File: config.mk
export PLATFORM = sky130hd
export DESIGN_NAME = audio_to_8bit_emphasis_converter
export DESIGN_NICKNAME = d
export VERILOG_FILES = /design/src/a8e_pkg.sv /design/src/audio_to_8bit_emphasis_converter.sv /design/src/a8e_mul.sv
export VERILOG_INCLUDE_DIRS = /design/src /design/src/src
export SDC_FILE = /design/constraint.sdc
export NUM_CORES = 1
export LEC_CHECK = 0
export BUFFER_PORTS_ARGS = -buffer_cell sky130_fd_sc_hd__buf_2
export CELL_PAD_IN_SITES_DETAIL_PLACEMENT = 0
export CELL_PAD_IN_SITES_GLOBAL_PLACEMENT = 2
export CORE_AREA = 2 2 351 179
export CTS_BUF_LIST = sky130_fd_sc_hd__clkbuf_8 sky130_fd_sc_hd__clkbuf_16
export DETAILED_ROUTE_END_ITERATION = 12
export DIE_AREA = 0 0 353 181
export GPL_TIMING_DRIVEN = 0
export PLACE_DENSITY = 0.82
export SYNTH_ARGS = -nofsm -noshare
export SYNTH_HDL_FRONTEND = slang
export SYNTH_SLANG_ARGS = --single-unit
File: constraint.sdc
create_clock -name i_clk -period 9.36 [get_ports i_clk]
set_input_delay 0.468 -clock i_clk [delete_from_list [all_inputs] [get_ports i_clk]]
set_output_delay 0.468 -clock i_clk [all_outputs]
set_load 0.05 [all_outputs]
File: src/assert_macros.svh
// concurrent assertion helpers, reset held low disables the check
`ifndef ASSERT_MACROS_SVH
`define ASSERT_MACROS_SVH

// same-cycle implication
`define A8E_ASSERT_IMP(lbl, clk, rst_n, ante, cons, msg) \
    lbl: assert property (@(posedge clk) disable iff (!(rst_n)) (ante) |-> (cons)) \
        else $error(msg);

// next-cycle implication
`define A8E_ASSERT_NXT(lbl, clk, rst_n, ante, cons, msg) \
    lbl: assert property (@(posedge clk) disable iff (!(rst_n)) (ante) |=> (cons)) \
        else $error(msg);

`endif

File: src/a8e_pkg.sv
`default_nettype none

package a8e_pkg;

    localparam int MAG_W      = 16;
    localparam int COEF_W     = 26;
    localparam int PROD_W     = MAG_W + COEF_W;
    localparam int FADE_STEPS = 2048;
    localparam int FADE_W     = 12;

    typedef struct packed {
        logic        first_of_file;
        logic [15:0] chan0_raw;
        logic [15:0] chan1_raw;
    } t_in_item;

    typedef struct packed {
        logic [7:0]  out_byte;
        logic        page_end;
        logic [15:0] page_number;
    } t_out_item;

    typedef enum logic [1:0] {
        MUL_FADE,
        MUL_EMPH,
        MUL_TRACK
    } t_mul_op;

    typedef struct packed {
        t_mul_op             op;
        logic [MAG_W-1:0]    mag;
        logic [FADE_W-1:0]   fade_level;
    } t_mul_req;

endpackage

`default_nettype wire

File: src/audio_to_8bit_emphasis_converter.sv
// pcm frame to 8-bit emphasized byte converter
//
// input channel: one pcm frame per request on i_in (valid/ready). channels are
// averaged, faded once the configured page count is reached, halved, emphasized
// against a tracked value, clamped and cut to one offset-binary byte.
// output channel: one byte per request on o_out (valid/ready), with a page-end
// flag every PAGE_BYTES bytes and the 1-based page number.
// config port: i_cfg_we / i_cfg_idx / i_cfg_data, taken in the same cycle;
// write it only while the block is idle.
// timing: a request is processed by one shared 16x26 multiplier under an
// eight-state sequencer (fade, emphasis and tracking products, each followed
// by a register). the result is written to the output register as the
// sequencer returns to idle, o_in_ready rises with it and the next request
// can then be taken; a new request is not accepted while one is in progress.
// stall: the result waits in the output register; a later request is accepted
// and processed, then holds in its last state until the output register frees.
// reset: synchronous, active low; clears the sequencer, tracked value, fade,
// page counters and output valid, and restores mono 16-bit with no fade.
`default_nettype none

module audio_to_8bit_emphasis_converter
    import a8e_pkg::*;
#(
    parameter int PAGE_BYTES = 256
) (
    input  wire logic        i_clk,
    input  wire logic        i_rst_n,
    input  wire logic        i_cfg_we,
    input  wire logic [1:0]  i_cfg_idx,
    input  wire logic [15:0] i_cfg_data,
    input  wire logic        i_in_valid,
    output logic             o_in_ready,
    input  wire t_in_item    i_in,
    output logic             o_out_valid,
    input  wire logic        i_out_ready,
    output t_out_item        o_out
);

`include "assert_macros.svh"

    localparam int BP_W        = $clog2(PAGE_BYTES);
    localparam int FADE_SHIFT  = 11;
    localparam int EMPH_SHIFT  = 20;
    localparam int TRACK_SHIFT = 30;
    localparam int EMPH_MAG_W  = 21;
    localparam int TRACK_MAG_W = 12;

    localparam logic [1:0] CFG_CHANNEL_COUNT = 2'd0;
    localparam logic [1:0] CFG_WIDE_SAMPLES  = 2'd1;
    localparam logic [1:0] CFG_FADE_START    = 2'd2;

    localparam logic signed [22:0] X_MAX = 23'sd32767;
    localparam logic signed [22:0] X_MIN = -23'sd32767;

    typedef enum logic [2:0] {
        S_IDLE,
        S_FADE,
        S_DIFF,
        S_EMPH,
        S_CLAMP,
        S_TDIFF,
        S_TRACK,
        S_UPD
    } t_state;

    t_state              r_state;
    logic [1:0]          r_chan;
    logic                r_wide;
    logic [15:0]         r_fade_start;
    logic [15:0]         r_t;
    logic [FADE_W-1:0]   r_fade;
    logic [BP_W-1:0]     r_bp;
    logic [15:0]         r_pages;
    logic                r_out_valid;
    t_out_item           r_out;

    logic [15:0]         r_s;
    logic [MAG_W-1:0]    r_mag;
    logic                r_neg;
    logic [15:0]         r_x;

    t_mul_req            mul_req;
    logic [PROD_W-1:0]   prod;

    logic [15:0]            samp0, samp1;
    logic [16:0]            sum, sum_adj, avg_w, avg_neg;
    logic [MAG_W-1:0]       avg_mag;
    logic [MAG_W-1:0]       fade_mag;
    logic [16:0]            fade_pos, s_fade;
    logic [15:0]            s_half;
    logic [16:0]            d, d_neg;
    logic [MAG_W-1:0]       d_mag;
    logic [EMPH_MAG_W-1:0]  e_mag;
    logic [22:0]            e_pos, e_q, x_w;
    logic [15:0]            x_c, x_floor;
    logic [16:0]            d2, d2_neg;
    logic [MAG_W-1:0]       d2_mag;
    logic [TRACK_MAG_W-1:0] tq;
    logic [16:0]            t_pos, t_del;
    logic [15:0]            t_next;
    logic [15:0]            page_next;
    logic                   page_last;
    logic                   out_free;

    // sample decode and channel average, truncating toward zero
    always_comb begin
        samp0 = r_wide ? i_in.chan0_raw
                       : {~i_in.chan0_raw[7], i_in.chan0_raw[6:0], 8'h00};
        samp1 = r_wide ? i_in.chan1_raw
                       : {~i_in.chan1_raw[7], i_in.chan1_raw[6:0], 8'h00};
        sum     = {samp0[15], samp0} + {samp1[15], samp1};
        sum_adj = sum + {16'b0, sum[16]};
        avg_w   = r_chan[1] ? {sum_adj[16], sum_adj[16:1]} : {samp0[15], samp0};
        avg_neg = ~avg_w + 17'd1;
        avg_mag = avg_w[16] ? avg_neg[15:0] : avg_w[15:0];
    end

    // fade result, halving and emphasis difference
    always_comb begin
        fade_mag = prod[FADE_SHIFT +: MAG_W];
        fade_pos = {1'b0, fade_mag};
        if (r_fade != '0) begin
            s_fade = r_neg ? (~fade_pos + 17'd1) : fade_pos;
        end else begin
            s_fade = {r_s[15], r_s};
        end
        s_half = s_fade[16:1];
        d      = {s_half[15], s_half} - {r_t[15], r_t};
        d_neg  = ~d + 17'd1;
        d_mag  = d[16] ? d_neg[15:0] : d[15:0];
    end

    // emphasis result, clamp and floor to a multiple of 256
    always_comb begin
        e_mag = prod[EMPH_SHIFT +: EMPH_MAG_W];
        e_pos = {2'b0, e_mag};
        e_q   = r_neg ? (~e_pos + 23'd1) : e_pos;
        x_w   = e_q + {{7{r_t[15]}}, r_t};
        if ($signed(x_w) > X_MAX) begin
            x_c = X_MAX[15:0];
        end else if ($signed(x_w) < X_MIN) begin
            x_c = X_MIN[15:0];
        end else begin
            x_c = x_w[15:0];
        end
        x_floor = {x_c[15:8], 8'h00};
    end

    // tracked value update
    always_comb begin
        d2      = {r_x[15], r_x} - {r_t[15], r_t};
        d2_neg  = ~d2 + 17'd1;
        d2_mag  = d2[16] ? d2_neg[15:0] : d2[15:0];
        tq      = prod[TRACK_SHIFT +: TRACK_MAG_W];
        t_pos   = {5'b0, tq};
        t_del   = r_neg ? (~t_pos + 17'd1) : t_pos;
        t_next  = r_t + t_del[15:0];
    end

    assign page_next = r_pages + 16'd1;
    assign page_last = (r_bp == BP_W'(PAGE_BYTES - 1));
    assign out_free  = !r_out_valid || i_out_ready;

    // tracking product stays selected while the result waits
    always_comb begin
        mul_req.mag        = r_mag;
        mul_req.fade_level = r_fade;
        unique case (r_state)
            S_EMPH:         mul_req.op = MUL_EMPH;
            S_TRACK, S_UPD: mul_req.op = MUL_TRACK;
            default:        mul_req.op = MUL_FADE;
        endcase
    end

    a8e_mul u_mul (
        .i_clk  (i_clk),
        .i_req  (mul_req),
        .o_prod (prod)
    );

    always_ff @(posedge i_clk) begin
        if (!i_rst_n) begin
            r_state      <= S_IDLE;
            r_chan       <= 2'd1;
            r_wide       <= 1'b1;
            r_fade_start <= '0;
            r_t          <= '0;
            r_fade       <= '0;
            r_bp         <= '0;
            r_pages      <= '0;
            r_out_valid  <= 1'b0;
            r_out        <= '0;
        end else begin
            if (i_cfg_we) begin
                unique case (i_cfg_idx)
                    CFG_CHANNEL_COUNT: r_chan       <= i_cfg_data[1:0];
                    CFG_WIDE_SAMPLES:  r_wide       <= i_cfg_data[0];
                    CFG_FADE_START:    r_fade_start <= i_cfg_data;
                    default: ;
                endcase
            end
            if (r_out_valid && i_out_ready && r_state != S_UPD) begin
                r_out_valid <= 1'b0;
            end
            unique case (r_state)
                S_IDLE: begin
                    if (i_in_valid) begin
                        if (i_in.first_of_file) begin
                            r_t     <= '0;
                            r_fade  <= '0;
                            r_bp    <= '0;
                            r_pages <= '0;
                        end
                        r_state <= S_FADE;
                    end
                end
                S_FADE:  r_state <= S_DIFF;
                S_DIFF: begin
                    if (r_fade > FADE_W'(1)) begin
                        r_fade <= r_fade - FADE_W'(1);
                    end
                    r_state <= S_EMPH;
                end
                S_EMPH:  r_state <= S_CLAMP;
                S_CLAMP: r_state <= S_TDIFF;
                S_TDIFF: r_state <= S_TRACK;
                S_TRACK: r_state <= S_UPD;
                S_UPD: begin
                    if (out_free) begin
                        r_out_valid       <= 1'b1;
                        r_out.out_byte    <= {~r_x[15], r_x[14:8]};
                        r_out.page_end    <= page_last;
                        r_out.page_number <= page_next;
                        r_t               <= t_next;
                        if (page_last) begin
                            r_bp    <= '0;
                            r_pages <= page_next;
                            if (r_fade_start != '0 && page_next == r_fade_start) begin
                                r_fade <= FADE_W'(FADE_STEPS);
                            end
                        end else begin
                            r_bp <= r_bp + BP_W'(1);
                        end
                        r_state <= S_IDLE;
                    end
                end
                default: r_state <= S_IDLE;
            endcase
        end
    end

    // datapath registers
    always_ff @(posedge i_clk) begin
        case (r_state)
            S_IDLE: begin
                r_s   <= avg_w[15:0];
                r_mag <= avg_mag;
                r_neg <= avg_w[16];
            end
            S_DIFF: begin
                r_mag <= d_mag;
                r_neg <= d[16];
            end
            S_CLAMP: r_x <= x_floor;
            S_TDIFF: begin
                r_mag <= d2_mag;
                r_neg <= d2[16];
            end
            default: ;
        endcase
    end

    assign o_in_ready  = (r_state == S_IDLE);
    assign o_out_valid = r_out_valid;
    assign o_out       = r_out;

    `A8E_ASSERT_NXT(a_busy_after_accept, i_clk, i_rst_n,
        i_in_valid && o_in_ready, !o_in_ready, "request accepted while busy")
    `A8E_ASSERT_IMP(a_page_wrap, i_clk, i_rst_n,
        o_out_valid && o_out.page_end, r_bp == '0, "byte position not wrapped at page end")
    `A8E_ASSERT_IMP(a_fade_range, i_clk, i_rst_n,
        r_fade != '0, r_fade <= FADE_W'(FADE_STEPS), "fade level above full scale")
    `A8E_ASSERT_IMP(a_x_floor, i_clk, i_rst_n,
        r_state == S_TDIFF, r_x[7:0] == 8'h00, "emphasized sample low byte not cleared")

endmodule

`default_nettype wire

File: src/a8e_mul.sv
`default_nettype none

module a8e_mul
    import a8e_pkg::*;
(
    input  wire logic              i_clk,
    input  wire t_mul_req          i_req,
    output logic [PROD_W-1:0]      o_prod
);

    // reciprocal constants: floor(m*441/20) = (m*K_EMPH)>>20,
    // floor(m*20/441) = (m*K_TRACK)>>30, exact for 16-bit magnitudes
    localparam logic [COEF_W-1:0] K_EMPH  = 26'd23121101;
    localparam logic [COEF_W-1:0] K_TRACK = 26'd48695775;

    logic [COEF_W-1:0] coef;
    logic [PROD_W-1:0] r_prod;

    always_comb begin
        unique case (i_req.op)
            MUL_FADE:  coef = COEF_W'(i_req.fade_level);
            MUL_EMPH:  coef = K_EMPH;
            MUL_TRACK: coef = K_TRACK;
            default:   coef = '0;
        endcase
    end

    always_ff @(posedge i_clk) begin
        r_prod <= PROD_W'(i_req.mag) * PROD_W'(coef);
    end

    assign o_prod = r_prod;

endmodule

`default_nettype wire

-- After elaboration in Yosys (flattened, before gate mapping)
Cells that the tools add are included.
- add/sub/neg operators: 15
- multipliers: 1
- order comparisons: 3
- eq/ne operators: 20
- mux-type cells: 40
- bitwise operators: 9
- reduce and logical (&&, ||, !) cells: 22
- operator list (operator ; number):
    two-way mux 16 bit ; 12
    adder 16 x 1 -> 16 bit (second input constant) ; 5
    case mux 26 bit (3 select lines) ; 1
    two-way mux 12 bit ; 6
    case mux 16 bit (2 select lines) ; 2
    two-way mux 17 bit ; 3
    inverter 16 bit ; 3
    case mux 16 bit (3 select lines) ; 1
    multiplier 16 x 26 -> 42 bit ; 1
    case mux 12 bit (3 select lines) ; 1
    subtractor 16 x 16 -> 17 bit ; 2
    two-way mux 8 bit ; 4
    case mux 3 bit (8 select lines) ; 1
    adder 23 x 1 -> 23 bit (second input constant) ; 1
    adder 23 bit ; 1
    greater-than comparator 23 x 16 -> 1 bit (second input constant) ; 1
    less-than comparator 23 x 16 -> 1 bit (second input constant) ; 1
    two-way mux 23 bit ; 1
    inverter 21 -> 23 bit ; 1
    adder 16 x 16 -> 17 bit ; 1
    adder 17 x 1 -> 17 bit ; 1
    adder 17 x 1 -> 17 bit (second input constant) ; 1
    inverter 16 -> 17 bit ; 1
    adder 16 bit ; 1
    34 further kinds ; 57
- register bits: 183
- bits of input ports: 56
- output and inout bits: 27
- word-level logic and storage cells: 127

-- Logic depth before layout (Yosys ltp)
- depth after elaboration: 9
- gate-level depth with buffers: 33
- gate-level depth less buffers: 30

-- Cells and area by module
From an unflattened synthesis, not the netlist that was laid out.
- cells, all modules: 3094
- area, all modules: 25933.6 µm²
- modules (own cells, without submodules) (module ; times used ; cells each ; area an instance (µm²) ; sequential area each (µm²)):
    audio_to_8bit_emphasis_converter ; 1 ; 1684 ; 13025.0 ; 3183.1
    a8e_mul ; 1 ; 1410 ; 12908.6 ; 840.8

-- Worst setup path after synthesis
OpenSTA, ideal clock, no wires.
- path kind: flip-flop to flip-flop
- start point: register r_state[1]
- end point: register u_mul.r_prod[35], in the netlist u_mul.o_prod[35]
- library setup time: 123 ps
- data arrival time: 7846 ps
- required time: 9237 ps
- setup slack: 1390 ps
- cell stages (with the launch flop): 32
- buffers on the path: 3
- period minus slack after synthesis: 7970 ps
- cell sequence: dfxtp_1 buf_4 nand2_1 or2_2 ha_1 clkbuf_1 a21oi_1 nor2_1 clkbuf_1 and2_1 fa_1 inv_1 fa_1 fa_1 inv_1 fa_1 fa_1 inv_1 fa_1 inv_1 ha_1 a21o_1 a2111oi_0 a21oi_1 a31oi_1 a311o_1 a211o_1 a21oi_1 or3_1 a21oi_1 o21bai_1 xor2_1
- longest elaborated chain between the ends: 6
- elaborated cells between the ends (all ways): 10
- those cells by class: mul (1); eq/ne (5); mux (2); reduce/logical (2)
- ends and longest elaborated chain (element ; RTL line ; RTL):
    start: declaration ; audio_to_8bit_emphasis_converter.sv:66 ; t_state r_state;
    start signal: assignment ; audio_to_8bit_emphasis_converter.sv:183 ; r_state <= S_IDLE;
    start signal: assignment ; audio_to_8bit_emphasis_converter.sv:214 ; r_state <= S_FADE;
    start signal: assignment ; audio_to_8bit_emphasis_converter.sv:217 ; S_FADE: r_state <= S_DIFF;
    == test 3 bit ; audio_to_8bit_emphasis_converter.sv:168 ; unique case (r_state)
    OR reduction 2 bit ; audio_to_8bit_emphasis_converter.sv:168 ;
    case mux 2 bit (2 select lines) * ; audio_to_8bit_emphasis_converter.sv:168 ;
    == test 2 bit, or another cell as far along ; a8e_mul.sv:20 ; unique case (i_req.op)
    case mux 26 bit (3 select lines) * ; a8e_mul.sv:20 ;
    multiplier 16 x 26 -> 42 bit * ; a8e_mul.sv:29 ; r_prod <= PROD_W'(i_req.mag) * PROD_W'(coef);
    end signal: assignment ; a8e_mul.sv:29 ;
    end: declaration ; a8e_mul.sv:17 ; logic [PROD_W-1:0] r_prod;
Every way passes the cells marked *; elsewhere a longest branch is shown, timed or not.
A chain may end at the register's enable or synchronous reset.

-- Final worst setup path
Same ends and word-level chain as after synthesis.

==> results.rst <==
.. list-table::
   :header-rows: 1

   * - Metric
     - Value
   * - Result of the run
     - finished, final reports clean
   * - Area of the mapped netlist
     - 24,800 µm²
   * - Number of cells produced by synthesis
     - 2,902
   * - Worst EP arrival
     - 9130 ps
   * - Worst Reg2Reg Path Length in Cells
     - 29
   * - Hold Path Cell Cnt
     - 3
   * - Detailed-route via count
     - 20,225
   * - TritonCTS clock tree
     - built
   * - Unique masters post-synth
     - 97
   * - Starting utilization of the core area
     - 40.8%
   * - Syn Nets
     - 3,480
   * - Post-synth EDFFs
     - 40
   * - Max Transition Viols Final
     - 0
   * - Routed met1 length
     - 37,600 µm
   * - Worst-case vdd ir drop
     - 0.148 mV
   * - Number of design-rule violations left by the first detailed-router iteration
     - 1,344
   * - Wire length after detailed routing
     - 76,500 µm
   * - Clock transition at the register clock pins on the worst setup and hold paths after CTS
     - 70 ps
   * - End-of-flow core utilization
     - 44.3%
   * - Growth of design area from synthesis to finish
     - 8.59%
   * - Routed wirelength normalized by instance count
     - 19.9 µm
   * - Count of port buffers added during placement
     - 81
   * - Number of buffers inserted by post-CTS setup repair
     - 0
   * - Final setup skew
     - 13.6 ps
   * - Cell taking the most area after synthesis
     - sky130_fd_sc_hd__fa_1
   * - Detailed route wirelength on metal2
     - 34,000 µm
   * - Diodes inserted
     - 0
   * - H-tree Lvls
     - 4
   * - Type of the worst min-delay path
     - input port to flop
   * - Final cycle utilization of the critical path
     - 94.0%
   * - Mapped Avg Cell Area
     - 8.53 µm²
   * - Crit. End Element
     - flop
   * - Critical Path Fanout Max
     - 10
   * - Clock insertion delay at the later pin of the skew report
     - 470 ps
   * - Top routing layer in use
     - met4
   * - Routed wire length on met3
     - 3740 µm
   * - Chip width
     - 353 µm
   * - Standard-cell rows
     - 64
   * - Core region area
     - 60,700 µm²
   * - Setup repair after global routing missed its margin
     - false
   * - Achievable clock frequency
     - 0.114 GHz
   * - Post-synthesis sequential area ratio
     - 15.4%
   * - Maximum number of pins on one net before global-route repair
     - 18
   * - Number of max-cap violations
     - 0
   * - Dominant cells by area after synthesis
     - sky130_fd_sc_hd__fa_1 (22%), sky130_fd_sc_hd__ha_1 (13%), sky130_fd_sc_hd__dfxtp_1 (11%)
   * - GRT Overall Usage
     - 24.6%
   * - Flip-flop and latch count after synthesis
     - 170
   * - Post-route DRC
     - 0
   * - Delay contributed by the slowest stage of the critical path
     - 630 ps
   * - Critical Path Most Common Cell
     - sky130_fd_sc_hd__fa_1
   * - DPL Wire Length
     - 64,200 µm
   * - Post-route ant nets
     - 0
   * - Via count of the first global-routing pass
     - 20,442
   * - Fraction of layout cells with a size suffix above 1
     - 6.96%
   * - Power density over cell area
     - 268 nW/µm²
   * - Yosys synthesis warning count
     - 0
   * - Number of iterations in the first detailed-routing pass
     - 5
   * - Top-area cell type share of the netlist area
     - 21.9%
   * - Most frequent standard cell in the layout excluding fill and tap cells
     - sky130_fd_sc_hd__inv_1
   * - Total design power
     - 7.19 mW
   * - Async SR Flop Fraction
     - 0%
   * - Vertical extent of the die
     - 181 µm
   * - Number of antenna violations at the first check in global routing
     - 3
   * - Cell leakage power
     - 12.7 nW
   * - Net count reported at finish
     - 3,581
   * - Least-Margin Pin Slew
     - 1140 ps
   * - Placer's final routability congestion estimate
     - 0.906
   * - Leading cell types in the layout, fill and taps excluded
     - sky130_fd_sc_hd__inv_1 (425), sky130_fd_sc_hd__nand2_1 (332), sky130_fd_sc_hd__fa_1 (271)
   * - Num CTS Buffers
     - 17
   * - Number of ports placed on the die boundary
     - 83
   * - Type of the worst setup path
     - flop to flop
   * - Final period demand of the worst path
     - 8790 ps
   * - First-pass GRT wire length
     - 121,000 µm
   * - Routed via count divided by cell count
     - 5.27
   * - Cell type of the slowest stage on the worst timing path
     - sky130_fd_sc_hd__fa_1
   * - Tightest slew margin relative to the limit
     - 23.2%
   * - Startpoint kind of the worst setup timing path
     - flop
   * - Final hold violation count
     - 0
   * - Data required time at the worst endpoint
     - 9700 ps
   * - Clock buffer depth
     - 2
   * - Global-route congestion overflow total
     - 0
   * - Area of the die
     - 63,900 µm²
   * - # setup viols final
     - 0
   * - Main flop type after synthesis
     - sky130_fd_sc_hd__dfxtp_1
   * - Clock root buffer
     - sky130_fd_sc_hd__clkbuf_16
   * - Clock Sinks
     - 170
[worst max-delay path: cells and delay by family (launching register included)]
| kind | cells | cell delay [ps] |
|---|---|---|
| AO/OA/AOI/OAI | 10 | 1980 |
| AND/OR/NAND/NOR | 4 | 1150 |
| buffers and inverters | 6 | 1120 |
| adder cells (fa/ha/maj) | 8 | 3830 |
| XOR/XNOR | 1 | 150 |
| flip-flops | 1 | 400 |
[sequential cells by signal, summed over array words and instances (netlist names), 3 cells and up]
register      count
u_mul.o_prod     31
o_out            25
r_fade_start     16
r_mag            16
r_pages          16
r_t              16
r_s              15
r_fade           12
r_bp              8
r_x               8
r_state           3
[power breakdown]
group	leakage, nW	switching, mW	internal (mW)
Clock	0.305	0.336	0.405
Combinational	11.0	3.31	2.03
Sequential	1.45	0.211	0.909
[repair_timing]
action,CTS,global route
hold endpoints to repair,0,0
gates resized for setup,7,21
pin swaps,0,0
hold buffers,0,0
setup endpoints to repair,20,12
[metrics by stage]
| step | cells | TNS, ps | hold WS [ps] | instance area (µm²) | setup slack, ps |
|---|---|---|---|---|---|
| floorplan | 2902 | 0 | 425 | 24800 | 1390 |
| global placement | 3808 | -6820 | 441 | 26200 | -706 |
| detailed placement | 3810 | -7950 | 452 | 26200 | -773 |
| CTS | 3842 | 0 | 224 | 26800 | 23.4 |
| global route | 3841 | 0 | 256 | 26900 | 17.1 |
| finish | 3841 | 0 | 256 | 26900 | 566 |
[kinds of logic after synthesis]
kind of cell / synth area share, %
AO/OA/AOI/OAI: 14.2
XOR/XNOR: 7.21
adder cells (fa/ha/maj): 34.6
buffers and inverters: 8.20
flip-flops: 15.4
multiplexers: 1.04
AND/OR/NAND/NOR: 19.4
[routing by layer]
layer / vias to the layer above / global-route usage [%]
met5: - / 0
met4: 0 / 4.68
met3: 57 / 3.60
met2: 423 / 39.2
met1: 9913 / 35.6
li1: 9832 / -
[final timing paths]
path,slack (ps),end,start
max,570,u_mul.o_prod[35]$_DFF_P_,r_state[1]$_SDFFE_PN0P_
max reg2reg,570,u_mul.o_prod[35]$_DFF_P_,r_state[1]$_SDFFE_PN0P_
min reg2reg,460,r_pages[9]$_SDFFE_PN0P_,r_pages[9]$_SDFFE_PN0P_
min,260,r_fade_start[7]$_SDFFE_PN0P_,i_cfg_data[7]
[area by class of cell]
class / instances / area [µm²]
well taps: 825 / 1030
inverters: 426 / 1600
clock buffers: 19 / 475
fillers: 6210 / 33800
flip-flops and latches: 170 / 3800
clock inverters: 13 / 129
plain buffers: 104 / 442
repair buffers: 83 / 428
multi-input cells: 2201 / 19000
[synth_stat cells, drive strengths merged (7+ instances only)]
| cell type | number |
|---|---|
| a211oi | 17 |
| a21boi | 33 |
| a21o | 36 |
| a21oi | 98 |
| a22oi | 20 |
| a31oi | 16 |
| and2 | 166 |
| and3 | 18 |
| and3b | 7 |
| and4 | 7 |
| buf | 18 |
| clkbuf | 87 |
| dfxtp | 130 |
| edfxtp | 40 |
| fa | 271 |
| ha | 251 |
| inv | 424 |
| mux2 | 14 |
| mux2i | 10 |
| nand2 | 332 |
| nand2b | 28 |
| nand3 | 49 |
| nand4 | 13 |
| nor2 | 135 |
| nor2b | 38 |
| nor3 | 59 |
| nor3b | 11 |
| nor4 | 20 |
| o211a | 13 |
| o211ai | 12 |
| o21a | 17 |
| o21ai | 130 |
| o21bai | 12 |
| o31ai | 20 |
| or2 | 15 |
| or3 | 23 |
| or4 | 13 |
| xnor2 | 132 |
| xor2 | 71 |
(Power assumes the default switching activity.)
